[src/design/ist_pkg.sv]
// Package for the interval set tracker: command, status and state codes,
// and default sizes. No dependencies.
`default_nettype none
package ist_pkg;

  localparam int MAX_INTERVALS_DEF = 64;
  localparam int COORD_WIDTH_DEF   = 32;
  localparam int IN_COORD_W        = 32;
  localparam int COUNT_W           = 7;

  typedef enum logic [1:0] {
    CMD_ADD    = 2'd0,
    CMD_REMOVE = 2'd1,
    CMD_QUERY  = 2'd2,
    CMD_NONE   = 2'd3
  } cmd_t;

  typedef enum logic [1:0] {
    STAT_OK   = 2'd0,
    STAT_FULL = 2'd1,
    STAT_BAD  = 2'd2
  } status_t;

  typedef enum logic [2:0] {
    ST_IDLE,
    ST_READ,
    ST_EVAL,
    ST_SPLIT,
    ST_END,
    ST_FIN
  } state_t;

endpackage
`default_nettype wire

[src/design/ist_ctrl.sv]
// Sequencer and datapath of the interval set tracker. Streams the live bank
// of the table through the request's operation into the other bank.
// Depends on ist_pkg and drives one ist_mem.
`default_nettype none
module ist_ctrl #(
  parameter int MAX_INTERVALS = ist_pkg::MAX_INTERVALS_DEF,
  parameter int COORD_WIDTH   = ist_pkg::COORD_WIDTH_DEF,
  localparam int IW = (MAX_INTERVALS > 1) ? $clog2(MAX_INTERVALS) : 1,
  localparam int AW = IW + 1
) (
  input  wire logic                              clk,
  input  wire logic                              rst_n,
  input  wire logic                              start,
  output logic                                   busy,
  input  wire ist_pkg::cmd_t                     in_cmd,
  input  wire logic [ist_pkg::IN_COORD_W-1:0]    in_range_left,
  input  wire logic [ist_pkg::IN_COORD_W-1:0]    in_range_right,
  output logic                                   out_valid,
  output logic                                   out_covered,
  output ist_pkg::status_t                       out_status,
  output logic [ist_pkg::COUNT_W-1:0]            out_entry_count,
  output logic                                   mem_wr_en,
  output logic [AW-1:0]                          mem_wr_addr,
  output logic [2*COORD_WIDTH-1:0]               mem_wr_data,
  output logic                                   mem_rd_en,
  output logic [AW-1:0]                          mem_rd_addr,
  input  wire logic [2*COORD_WIDTH-1:0]          mem_rd_data
);
  import ist_pkg::*;

  localparam int CW   = COORD_WIDTH;
  localparam int CNTW = $clog2(MAX_INTERVALS + 2);
  localparam logic [CNTW-1:0] MAX_CNT = CNTW'(MAX_INTERVALS);

  state_t          state_r, state_nxt;
  cmd_t            cmd_r;
  logic            bad_r, ins_r, cov_r, bank_r;
  logic [CW-1:0]   lo_r, hi_r, mlo_r, mhi_r, plo_r, phi_r;
  logic [CNTW-1:0] rd_idx_r, wr_cnt_r, total_r;
  logic            out_valid_r, out_covered_r;
  status_t         out_status_r;

  logic [CW+IN_COORD_W-1:0] left_ext, right_ext;
  logic [CW-1:0]   in_lo, in_hi, rs, re;
  logic            in_bad;
  logic            ev_emit, ev_split, ev_absorb;
  logic [CW-1:0]   ev_s, ev_e, ev_ps, ev_pe;
  logic            emit;
  logic [CW-1:0]   emit_s, emit_e;
  logic            over;
  logic [CNTW+COUNT_W-1:0] count_ext;

  // Only the low COORD_WIDTH bits of each coordinate are significant.
  assign left_ext  = {{CW{1'b0}}, in_range_left};
  assign right_ext = {{CW{1'b0}}, in_range_right};
  assign in_lo     = left_ext[CW-1:0];
  assign in_hi     = right_ext[CW-1:0];
  assign in_bad    = (in_cmd != CMD_NONE) && (in_lo >= in_hi);

  assign rs = mem_rd_data[2*CW-1:CW];
  assign re = mem_rd_data[CW-1:0];

  assign over = wr_cnt_r > MAX_CNT;

  // Decision for one stored entry against the request.
  always_comb begin
    ev_emit   = 1'b0;
    ev_split  = 1'b0;
    ev_absorb = 1'b0;
    ev_s      = rs;
    ev_e      = re;
    ev_ps     = rs;
    ev_pe     = re;
    case (cmd_r)
      CMD_ADD: begin
        if (ins_r || (rs < lo_r && re < lo_r)) begin
          ev_emit = 1'b1;
        end else if (rs <= mhi_r) begin
          ev_absorb = 1'b1;
        end else begin
          ev_emit  = 1'b1;
          ev_s     = mlo_r;
          ev_e     = mhi_r;
          ev_split = 1'b1;
        end
      end
      CMD_REMOVE: begin
        if ((rs < lo_r && re <= lo_r) || rs >= hi_r) begin
          ev_emit = 1'b1;
        end else if (rs < lo_r) begin
          ev_emit  = 1'b1;
          ev_e     = lo_r;
          ev_split = re > hi_r;
          ev_ps    = hi_r;
        end else if (re > hi_r) begin
          ev_emit = 1'b1;
          ev_s    = hi_r;
        end
      end
      default: begin
      end
    endcase
  end

  always_comb begin
    state_nxt = state_r;
    unique case (state_r)
      ST_IDLE: begin
        if (start) begin
          state_nxt = (in_bad || in_cmd == CMD_NONE) ? ST_FIN : ST_READ;
        end
      end
      ST_READ:  state_nxt = (rd_idx_r == total_r) ? ST_END : ST_EVAL;
      ST_EVAL:  state_nxt = ev_split ? ST_SPLIT : ST_READ;
      ST_SPLIT: state_nxt = ST_READ;
      ST_END:   state_nxt = ST_FIN;
      ST_FIN:   state_nxt = ST_IDLE;
      default:  state_nxt = ST_IDLE;
    endcase
  end

  always_comb begin
    busy      = state_r != ST_IDLE;
    mem_rd_en = state_r == ST_READ;
    emit      = 1'b0;
    emit_s    = plo_r;
    emit_e    = phi_r;
    unique case (state_r)
      ST_EVAL: begin
        emit   = ev_emit && (cmd_r == CMD_ADD || cmd_r == CMD_REMOVE);
        emit_s = ev_s;
        emit_e = ev_e;
      end
      ST_SPLIT: emit = 1'b1;
      ST_END: begin
        emit   = cmd_r == CMD_ADD && !ins_r;
        emit_s = mlo_r;
        emit_e = mhi_r;
      end
      default: begin
      end
    endcase
  end

  // Reads come from the live bank, writes go to the other one.
  assign mem_rd_addr = {bank_r, rd_idx_r[IW-1:0]};
  assign mem_wr_addr = {~bank_r, wr_cnt_r[IW-1:0]};
  assign mem_wr_data = {emit_s, emit_e};
  assign mem_wr_en   = emit && (wr_cnt_r < MAX_CNT);

  always_ff @(posedge clk) begin
    if (!rst_n) begin
      state_r     <= ST_IDLE;
      bank_r      <= 1'b0;
      total_r     <= '0;
      out_valid_r <= 1'b0;
    end else begin
      state_r     <= state_nxt;
      out_valid_r <= state_r == ST_FIN;
      if (state_r == ST_FIN && !bad_r && !over &&
          (cmd_r == CMD_ADD || cmd_r == CMD_REMOVE)) begin
        bank_r  <= ~bank_r;
        total_r <= wr_cnt_r;
      end
    end
  end

  always_ff @(posedge clk) begin
    if (emit) begin
      wr_cnt_r <= wr_cnt_r + 1'b1;
    end
    case (state_r)
      ST_IDLE: begin
        cmd_r    <= in_cmd;
        bad_r    <= in_bad;
        lo_r     <= in_lo;
        hi_r     <= in_hi;
        mlo_r    <= in_lo;
        mhi_r    <= in_hi;
        ins_r    <= 1'b0;
        cov_r    <= 1'b0;
        rd_idx_r <= '0;
        wr_cnt_r <= '0;
      end
      ST_EVAL: begin
        rd_idx_r <= rd_idx_r + 1'b1;
        if (ev_absorb) begin
          if (rs < mlo_r) mlo_r <= rs;
          if (re > mhi_r) mhi_r <= re;
        end
        if (cmd_r == CMD_ADD && ev_split) begin
          ins_r <= 1'b1;
        end
        if (cmd_r == CMD_QUERY && rs <= lo_r) begin
          cov_r <= re >= hi_r;
        end
        plo_r <= ev_ps;
        phi_r <= ev_pe;
      end
      ST_FIN: begin
        out_covered_r <= 1'b0;
        out_status_r  <= STAT_OK;
        if (bad_r) begin
          out_status_r <= STAT_BAD;
        end else if (cmd_r == CMD_QUERY) begin
          out_covered_r <= cov_r;
        end else if (cmd_r != CMD_NONE && over) begin
          out_status_r <= STAT_FULL;
        end
      end
      default: begin
      end
    endcase
  end

  assign count_ext       = {{COUNT_W{1'b0}}, total_r};
  assign out_valid       = out_valid_r;
  assign out_covered     = out_covered_r;
  assign out_status      = out_status_r;
  assign out_entry_count = count_ext[COUNT_W-1:0];

endmodule
`default_nettype wire

[config.mk]
export PLATFORM = sky130hd
export DESIGN_NAME = ist_ctrl
export DESIGN_NICKNAME = d
export VERILOG_FILES = /design/src/design/ist_pkg.sv /design/src/design/ist_ctrl.sv
export SDC_FILE = /design/constraint.sdc
export NUM_CORES = 1
export LEC_CHECK = 0
export BUFFER_PORTS_ARGS = -buffer_cell sky130_fd_sc_hd__clkbuf_2
export CORE_AREA = 10 10 264 140
export CTS_CLUSTER_DIAMETER = 50
export DETAILED_ROUTE_END_ITERATION = 16
export DIE_AREA = 0 0 274 150
export PLACE_DENSITY_LB_ADDON = 0.1
export SYNTH_ARGS = -nofsm -noshare
export SYNTH_HDL_FRONTEND = slang
export SYNTH_SLANG_ARGS = --single-unit
[constraint.sdc]
create_clock -name clk -period 4.5 [get_ports clk]
set_input_delay 0.45 -clock clk [delete_from_list [all_inputs] [get_ports clk]]
set_output_delay 0.45 -clock clk [all_outputs]
set_load 0.01 [all_outputs]
==> reports/qor.txt, run 1 <==
Post-synth ARST share = 0%
Min-Delay Startpoint = in_cmd[1]
chip height = 150 um
CTS Sinks = 226
post-synthesis sequential area ratio = 38.3%
CTS tree = done
Final #Nets = 2467
most common cell after layout, fill and taps aside = ha_1
Final Max Tran Viols = 0
worst setup margin = -53.9 ps
Clock H-tree levels = 1
crit path max fanout = 8
Slew headroom = 27.8%
Synth top area share = 36.1%
Chip Width = 274 um
total grt overflow = 0
synthesized flop and latch total = 226
routed len/inst = 25.0 um
HP Class = in -> reg
PD cells = 430 nW/um^2
Period minus WS final = 4550 ps
CP Launch Type = flop
mapped cell area = 17200 sq um
Lkg Pwr = 9.53 nW
failing checks = negative setup slack
CORE AREA = 32400 sq um
syn_nets = 2179
Post-Syn Instances = 1788
initial DRC count = 2077
Final HPWL DP = 47.8 mm
via count = 15900
DR vias/cell = 6.27
Fmax = 0.220 GHz
synth unique cells = 72
mean post-synth cell area = 9.63 sq um
Crit path required time = 4050 ps
TritonCTS buffer count = 27
Root Buffer Master = clkbuf_16
maxcap violations = 0
post-route clock period utilization = 101%
worst-margin pin slew = 1070 ps
first-pass GRT wire length = 94.9 mm
footprint of the multi-input gates = 10000 sq um
GRT Overall Usage = 30.0%
I/O pin cnt = 225
Fill cells = 2737
drt first pass iters = 5
vias in the first global route = 15200
reg2reg start = mhi_r[19]
leading area contributor after synthesis = edfxtp_1
CP startpoint = hi_r[25]
CTS Buffer Depth = 3
Final ANT Viol Nets = 0
final hold slack = 81.2 ps
WL final = 63.4 mm
most frequent cells in the layout = 251 x ha_1, 236 x nand2_1, 207 x edfxtp_1
Clock Latency Late Sink = 560 ps
clock-pin slew on the worst setup and hold paths = 70 ps
yosys warns = 0
crit path DAT = 4100 ps
final setup vio count = 13
Initial Utilization = 53.1%
die area = 41100 sq um
Cell Rows = 47
status = finished with violations
drt drc = 0
RSZ-0062 raised after global routing = true
Final GP Congestion = 0.973
Layout area overhead = 21.7%
Setup crit end kind = output pin
VDD IR-drop max = 0.306 mV
Max Clock Skew = 24.1 ps
Sequential cell area = 6600 sq um
port bufs = 224
initial antenna violation count = 2
final setup TNS = -254 ps
Synth area leaders = edfxtp_1 36%, ha_1 19%, nand2_1 5.2%, inv_1 3.7%, a22oi_1 2.9%
critical path type = reg -> out
layout cells sized above 1 = 24.6%
Post-synth EDFFs = 207
Final Hold Viols = 0
pin count of the biggest net entering global routing = 165
ys flop type = edfxtp_1
registers in the layout (all words and copies together), names as in the netlist:
register	cells
mlo_r	32
wr_cnt_r	7
cmd_r	2
plo_r	32
cov_r	1
phi_r	32
state_r	3
mhi_r	32
ins_r	1
out_covered	1
out_valid	1
out_entry_count	7
rd_idx_r	7
out_status	2
hi_r	32
bank_r	1
bad_r	1
lo_r	32
cells by family (layout without fill, tap and decap cells):
| logic type | count (synthesis) | in the layout | synth area share (%) |
|---|---|---|---|
| DFF | 226 | 226 | 38.3 |
| xor gates and xnor gates | 14 | 14 | 0.712 |
| adders and majority gates | 258 | 258 | 18.8 |
| AOI/OAI and AO/OA | 465 | 465 | 19.5 |
| other | 0 | 2 | 0 |
| and+or+nand+nor | 562 | 562 | 15.8 |
| buffers and inverters | 256 | 564 | 6.45 |
| muxes | 7 | 7 | 0.436 |
metal layers:
| metal | global-route usage (%) | share of wire, % |
|---|---|---|
| met1 | 45.9 | 46 |
| met3 | 6.44 | 12 |
| met5 | 0 | 0 |
| met2 | 42.3 | 40 |
| met4 | 6.01 | 2.1 |
cell usage after synthesis, types with 4 or more instances:
cell type  number
ha_1          258
nand2_1       238
edfxtp_1      207
inv_1         170
nor2_1        103
a21oi_1        89
o21ai_0        70
a22oi_1        67
clkbuf_1       51
nand4_1        50
a21o_1         39
nand2b_1       39
nand3b_1       32
o2111ai_1      32
o221ai_1       32
o31ai_2        29
nand3_1        26
o21ai_1        23
dfxtp_1        19
nor2b_1        19
buf_4          13
buf_6          13
nor4_1         11
o211ai_1       11
nor3_1         10
o21ai_2         9
xnor2_1         9
a211oi_1        8
o21a_1          8
or3_1           8
a2111oi_0       7
mux2i_1         6
a221oi_1        5
and3_1          5
buf_1           5
o31ai_1         5
xor2_1          5
a211o_1         4
and2_1          4
per-stage QoR:
| stage | setup WS (ps) | power, mW | instance area, sq um | utilization (%) | cells |
|---|---|---|---|---|---|
| 2_1_floorplan | 302 | 4.96 | 17200 | - | 1788 |
| 3_3_place_gp | 91.6 | 6.20 | 19100 | 58.9 | 2445 |
| 3_5_place_dp | 17.0 | 6.28 | 19100 | 58.9 | 2445 |
| 4_1_cts | -88.6 | 8.75 | 20400 | 63.0 | 2511 |
| 5_1_grt | -108 | 9.44 | 20900 | 64.6 | 2538 |
| 6_report | -53.9 | 9.01 | 20900 | 64.6 | 2539 |
power by group:
group | leakage [nW] | switching (mW) | internal [mW]
Clock | 0.450 | 1.02 | 1.29
Combinational | 6.91 | 2.29 | 1.36
Sequential | 2.17 | 0.283 | 2.77
Total | 9.53 | 3.59 | 5.42
repair_timing:
| action | 4_1_cts | 5_1_grt |
|---|---|---|
| endpoints found under the setup margin | 64 | 64 |
| resized for setup | 58 | 100 |
| pin swaps | 21 | 31 |
| buffers inserted | 17 | 27 |
| hold buffers | 0 | 0 |
| gates cloned | 1 | 0 |
path summary, 6_finish.rpt:
path                                   endpoint  slack, ps  cells past startpoint
worst max-delay path            mem_wr_data[29]        -50                     15
worst min-delay path                   cmd_r[1]         80                      1
worst max register to register      wr_cnt_r[1]        620                     12
worst min register to register      wr_cnt_r[3]        540                      2
worst max-delay path, cell delays in order (launching register included):
cell       delay (ps)
edfxtp_1          380
inv_2             140
ha_4              220
a211o_1           290
o211ai_1          100
a21oi_2           100
o31ai_4           310
buf_4             180
o211ai_1          100
buf_4             170
or4b_4            580
a2bb2oi_4         230
buf_12            170
nor2_1             60
o31ai_2           310
buf_2             210
area by class of cell:
type | instances | share of cell area, %
diodes | 2 | 0.0239
multi-input cells | 1306 | 47.8
well taps | 441 | 2.63
repair buffers | 343 | 10.6
clock inverters | 20 | 0.920
flip-flops and latches | 226 | 31.5
clock buffers | 29 | 3.41
inverters | 172 | 3.11
(Power assumes the default switching activity.)
==> inputs of run 2 (changes only) <==
Settings changed: CELL_PAD_IN_SITES_DETAIL_PLACEMENT set to 1, CELL_PAD_IN_SITES_GLOBAL_PLACEMENT set to 1, CORE_AREA 10 10 264 140 to 2 2 290 149, DIE_AREA 0 0 274 150 to 0 0 292 151, GPL_TIMING_DRIVEN set to 0.
==> run 2 against run 1 <==
Net effect: the flow still finishes with violations (negative setup slack); worst hold slack worse by 27 ps; die area up 7.3%; non-clock buffer count rose by 16; final area up 2.7%; register-to-register slack got worse by 680 ps; sequential share of layout area down 0.83 points; sequential power is essentially flat; routed wire length rose by 19%; via count grew 2.6%; flip-flop and latch count unchanged; maximum frequency down 6.2%; count of clock-buffer cells in the layout up 3; critical path type unchanged; highest routed layer is now met5.
==> reports/qor.txt, run 2 (same netlist as run 1, synthesis figures left out) <==
via count = 16300 (+2.6%)
pin count of the biggest net entering global routing = 46 (-72%)
post-route clock period utilization = 108% (+6.7 points)
chip height = 151 um (+0.67%)
Critical Path, Cell by Cell = inv_2, ha_4, a21o_1, a21o_4, a2111oi_4, a21oi_2, nor4_4, or4b_4, a2bb2oi_4, buf_6, buf_8, buf_6, nor2_1, o31ai_2, buf_2
crit path max fanout = 6 (-2)
Initial Utilization = 41.5% (-12 points)
Slew headroom = 8.55% (-19 points)
TritonCTS buffer count = 28 (+3.7%)
vias in the first global route = 16000 (+5.4%)
hold_buf cts = 0 (unchanged)
Fill cells = 4694 (+72%)
Root Buffer Master = clkbuf_16
crit path DAT = 4400 ps (+300 ps)
reg2reg start = mlo_r[1]
DR vias/cell = 6.12 (-2.4%)
CP Launch Type = flop
CTS Sinks = 226 (unchanged)
Layout area overhead = 25.0%
CTS Buffer Depth = 3 (unchanged)
fin cells = 2668 (+5.1%)
first-pass GRT wire length = 107 mm (+12%)
HP Class = in -> reg
highest metal used = met5
Setup crit end kind = output pin
CORE AREA = 41400 sq um (+28%)
Final HPWL DP = 56.8 mm (+19%)
Final Max Tran Viols = 0 (unchanged)
Min-Delay Startpoint = in_range_right[24]
Period minus WS final = 4850 ps (+300 ps)
Lkg Pwr = 9.71 nW (+1.9%)
Crit path required time = 4050 ps (about the same)
Final Hold Viols = 0 (unchanged)
Clock Latency Late Sink = 580 ps (+20 ps)
failing checks = negative setup slack
die area = 44100 sq um (+7.3%)
FF-to-FF End = mlo_r[19]
Worst path slowest cell = or4b_4
Cell Rows = 53 (+13%)
VDD IR-drop max = 0.527 mV (+72%)
GRT Overall Usage = 33.2% (+3.2 points)
worst setup margin = -354 ps (-300 ps)
routed metal-1 wirelength = 35.2 mm (+22%)
most frequent cells in the layout = 254 x ha_1, 237 x nand2_1, 219 x clkbuf_2
Final #Nets = 2485 (+0.73%)
Final GP Congestion = 0.935 (-3.8%)
Max stage delay on crit path = 570 ps (about the same)
footprint of the multi-input gates = 10300 sq um (+3.2%)
drt drc = 0 (unchanged)
initial antenna violation count = 5 (+3)
design area = 21500 sq um (+2.7%)
Hold Path Sink = hi_r[24]
port bufs = 224 (unchanged)
CTS tree = done
Met2 Wirelength = 30.2 mm (+18%)
most common cell after layout, fill and taps aside = ha_1
total grt overflow = 0 (unchanged)
RSZ-0062 raised after global routing = true
clock-pin slew on the worst setup and hold paths = 70 ps (about the same)
maxcap violations = 0 (unchanged)
critical path type = reg -> out
Fmax = 0.206 GHz (-6.2%)
worst-margin pin slew = 1370 ps (+303 ps)
placed cell areas = 19200 sq um (+0.40%)
PD cells = 431 nW/um^2 (+0.24%)
routed len/inst = 28.2 um (+13%)
DP Worst Slack = -790 ps (-807 ps)
drt first pass iters = 5 (unchanged)
I/O pin cnt = 225 (unchanged)
Worst R2R Setup Slack = -60 ps (-680 ps)
final setup vio count = 84 (+71)
Clock H-tree levels = 1 (unchanged)
Final ANT Viol Nets = 0 (unchanged)
CP dominant cell by count = buf_6
Chip Width = 292 um (+6.6%)
Crit path max-delay family = compound AO/OA/AOI/OAI gates
Inst Count DP = 2567 (+5.0%)
layout cells sized above 1 = 25.0% (+0.38 points)
r2r worst-path depth = 11 (-1)
CP Buf/Inv Count = 5 (unchanged)
initial DRC count = 1562 (-25%)
status = finished with violations
hold depth = 1 (unchanged)
Max Clock Skew = 18.7 ps (-5.35 ps)
met3 WL = 8.03 mm (+5.8%)
WL final = 75.3 mm (+19%)
Sequential cell area = 6600 sq um (unchanged)
==> run 2: cell count changes in the layout (fill, tap and decap cells not counted), moves of 13 or more <==
cell and change:
buf_4 -49, clkbuf_1 +34, clkbuf_2 +27, o221ai_1 -15, buf_2 -13
==> run 2: through the flow <==
| stage | hold WS [ps] | util [%] | power, mW | TNS [ps] |
|---|---|---|---|---|
| 2_1_floorplan | 477 | - | 4.96 | 0 |
| 3_3_place_gp | 517 | 45.9 | 6.31 | -397380 |
| 3_5_place_dp | 540 | 46.2 | 6.45 | -34900 |
| 4_1_cts | 46.3 | 50.6 | 9.00 | -14690 |
| 5_1_grt | 51.0 | 51.9 | 9.70 | -17380 |
| 6_report | 53.9 | 51.9 | 9.27 | -13630 |
==> run 2: cell type report <==
| class | count | share of cell area, % |
|---|---|---|
| Clock inverter | 20 | 0.762 |
| Buffer | 81 | 3.09 |
| Sequential cell | 226 | 30.7 |
| Multi-Input combinational cell | 1307 | 48.0 |
| Timing Repair Buffer | 278 | 7.85 |
| Inverter | 172 | 3.01 |
| Tap cell | 550 | 3.20 |
| Antenna cell | 2 | 0.0233 |
| Clock buffer | 32 | 3.43 |
==> run 2: layer usage <==
layer | GRT usage [%] | up-vias
met3 | 9.46 | 99
met4 | 7.58 | 4
met1 | 49.3 | 8140
met5 | 3.22 | -
met2 | 46.8 | 792
li1 | - | 7302
==> run 2: how the worst max path moves through the flow <==
| stage | startpoint | end | cells past startpoint |
|---|---|---|---|
| after floorplan | mem_rd_data[51] | mhi_r[0] | 9 |
| after global placement | state_r[2] | ins_r | 6 |
| after detailed placement | mem_rd_data[14] | mem_wr_data[55] | 13 |
| after CTS | hi_r[2] | mem_wr_data[20] | 17 |
| after global routing | lo_r[11] | mem_wr_data[18] | 15 |
| final | lo_r[30] | mem_wr_data[20] | 15 |
==> run 2: worst reg2reg max path, stage by stage (launching register included) <==
cell,delay (ps)
edfxtp_1,450
inv_1,90
ha_1,220
a21o_1,210
a21o_1,210
a21oi_1,430
o21ai_0,230
a211o_1,350
a211oi_1,1000
o211a_1,300
o21a_2,450
buf_12,260
==> run 2: power by group <==
| part | internal [mW] | total (mW) | switching, mW |
|---|---|---|---|
| sequential | 2.77 | 3.08 | 0.309 |
| clock | 1.25 | 2.28 | 1.03 |
| combinational | 1.39 | 3.91 | 2.52 |
==> run 2: what timing repair did <==
item | 4_1_cts | 5_1_grt
gates resized for setup | 136 | 102
gates cloned | 4 | 0
setup buffers | 22 | 25
pin swaps | 34 | 25
endpoints found under the setup margin | 65 | 65
hold endpoints to repair | 0 | 0
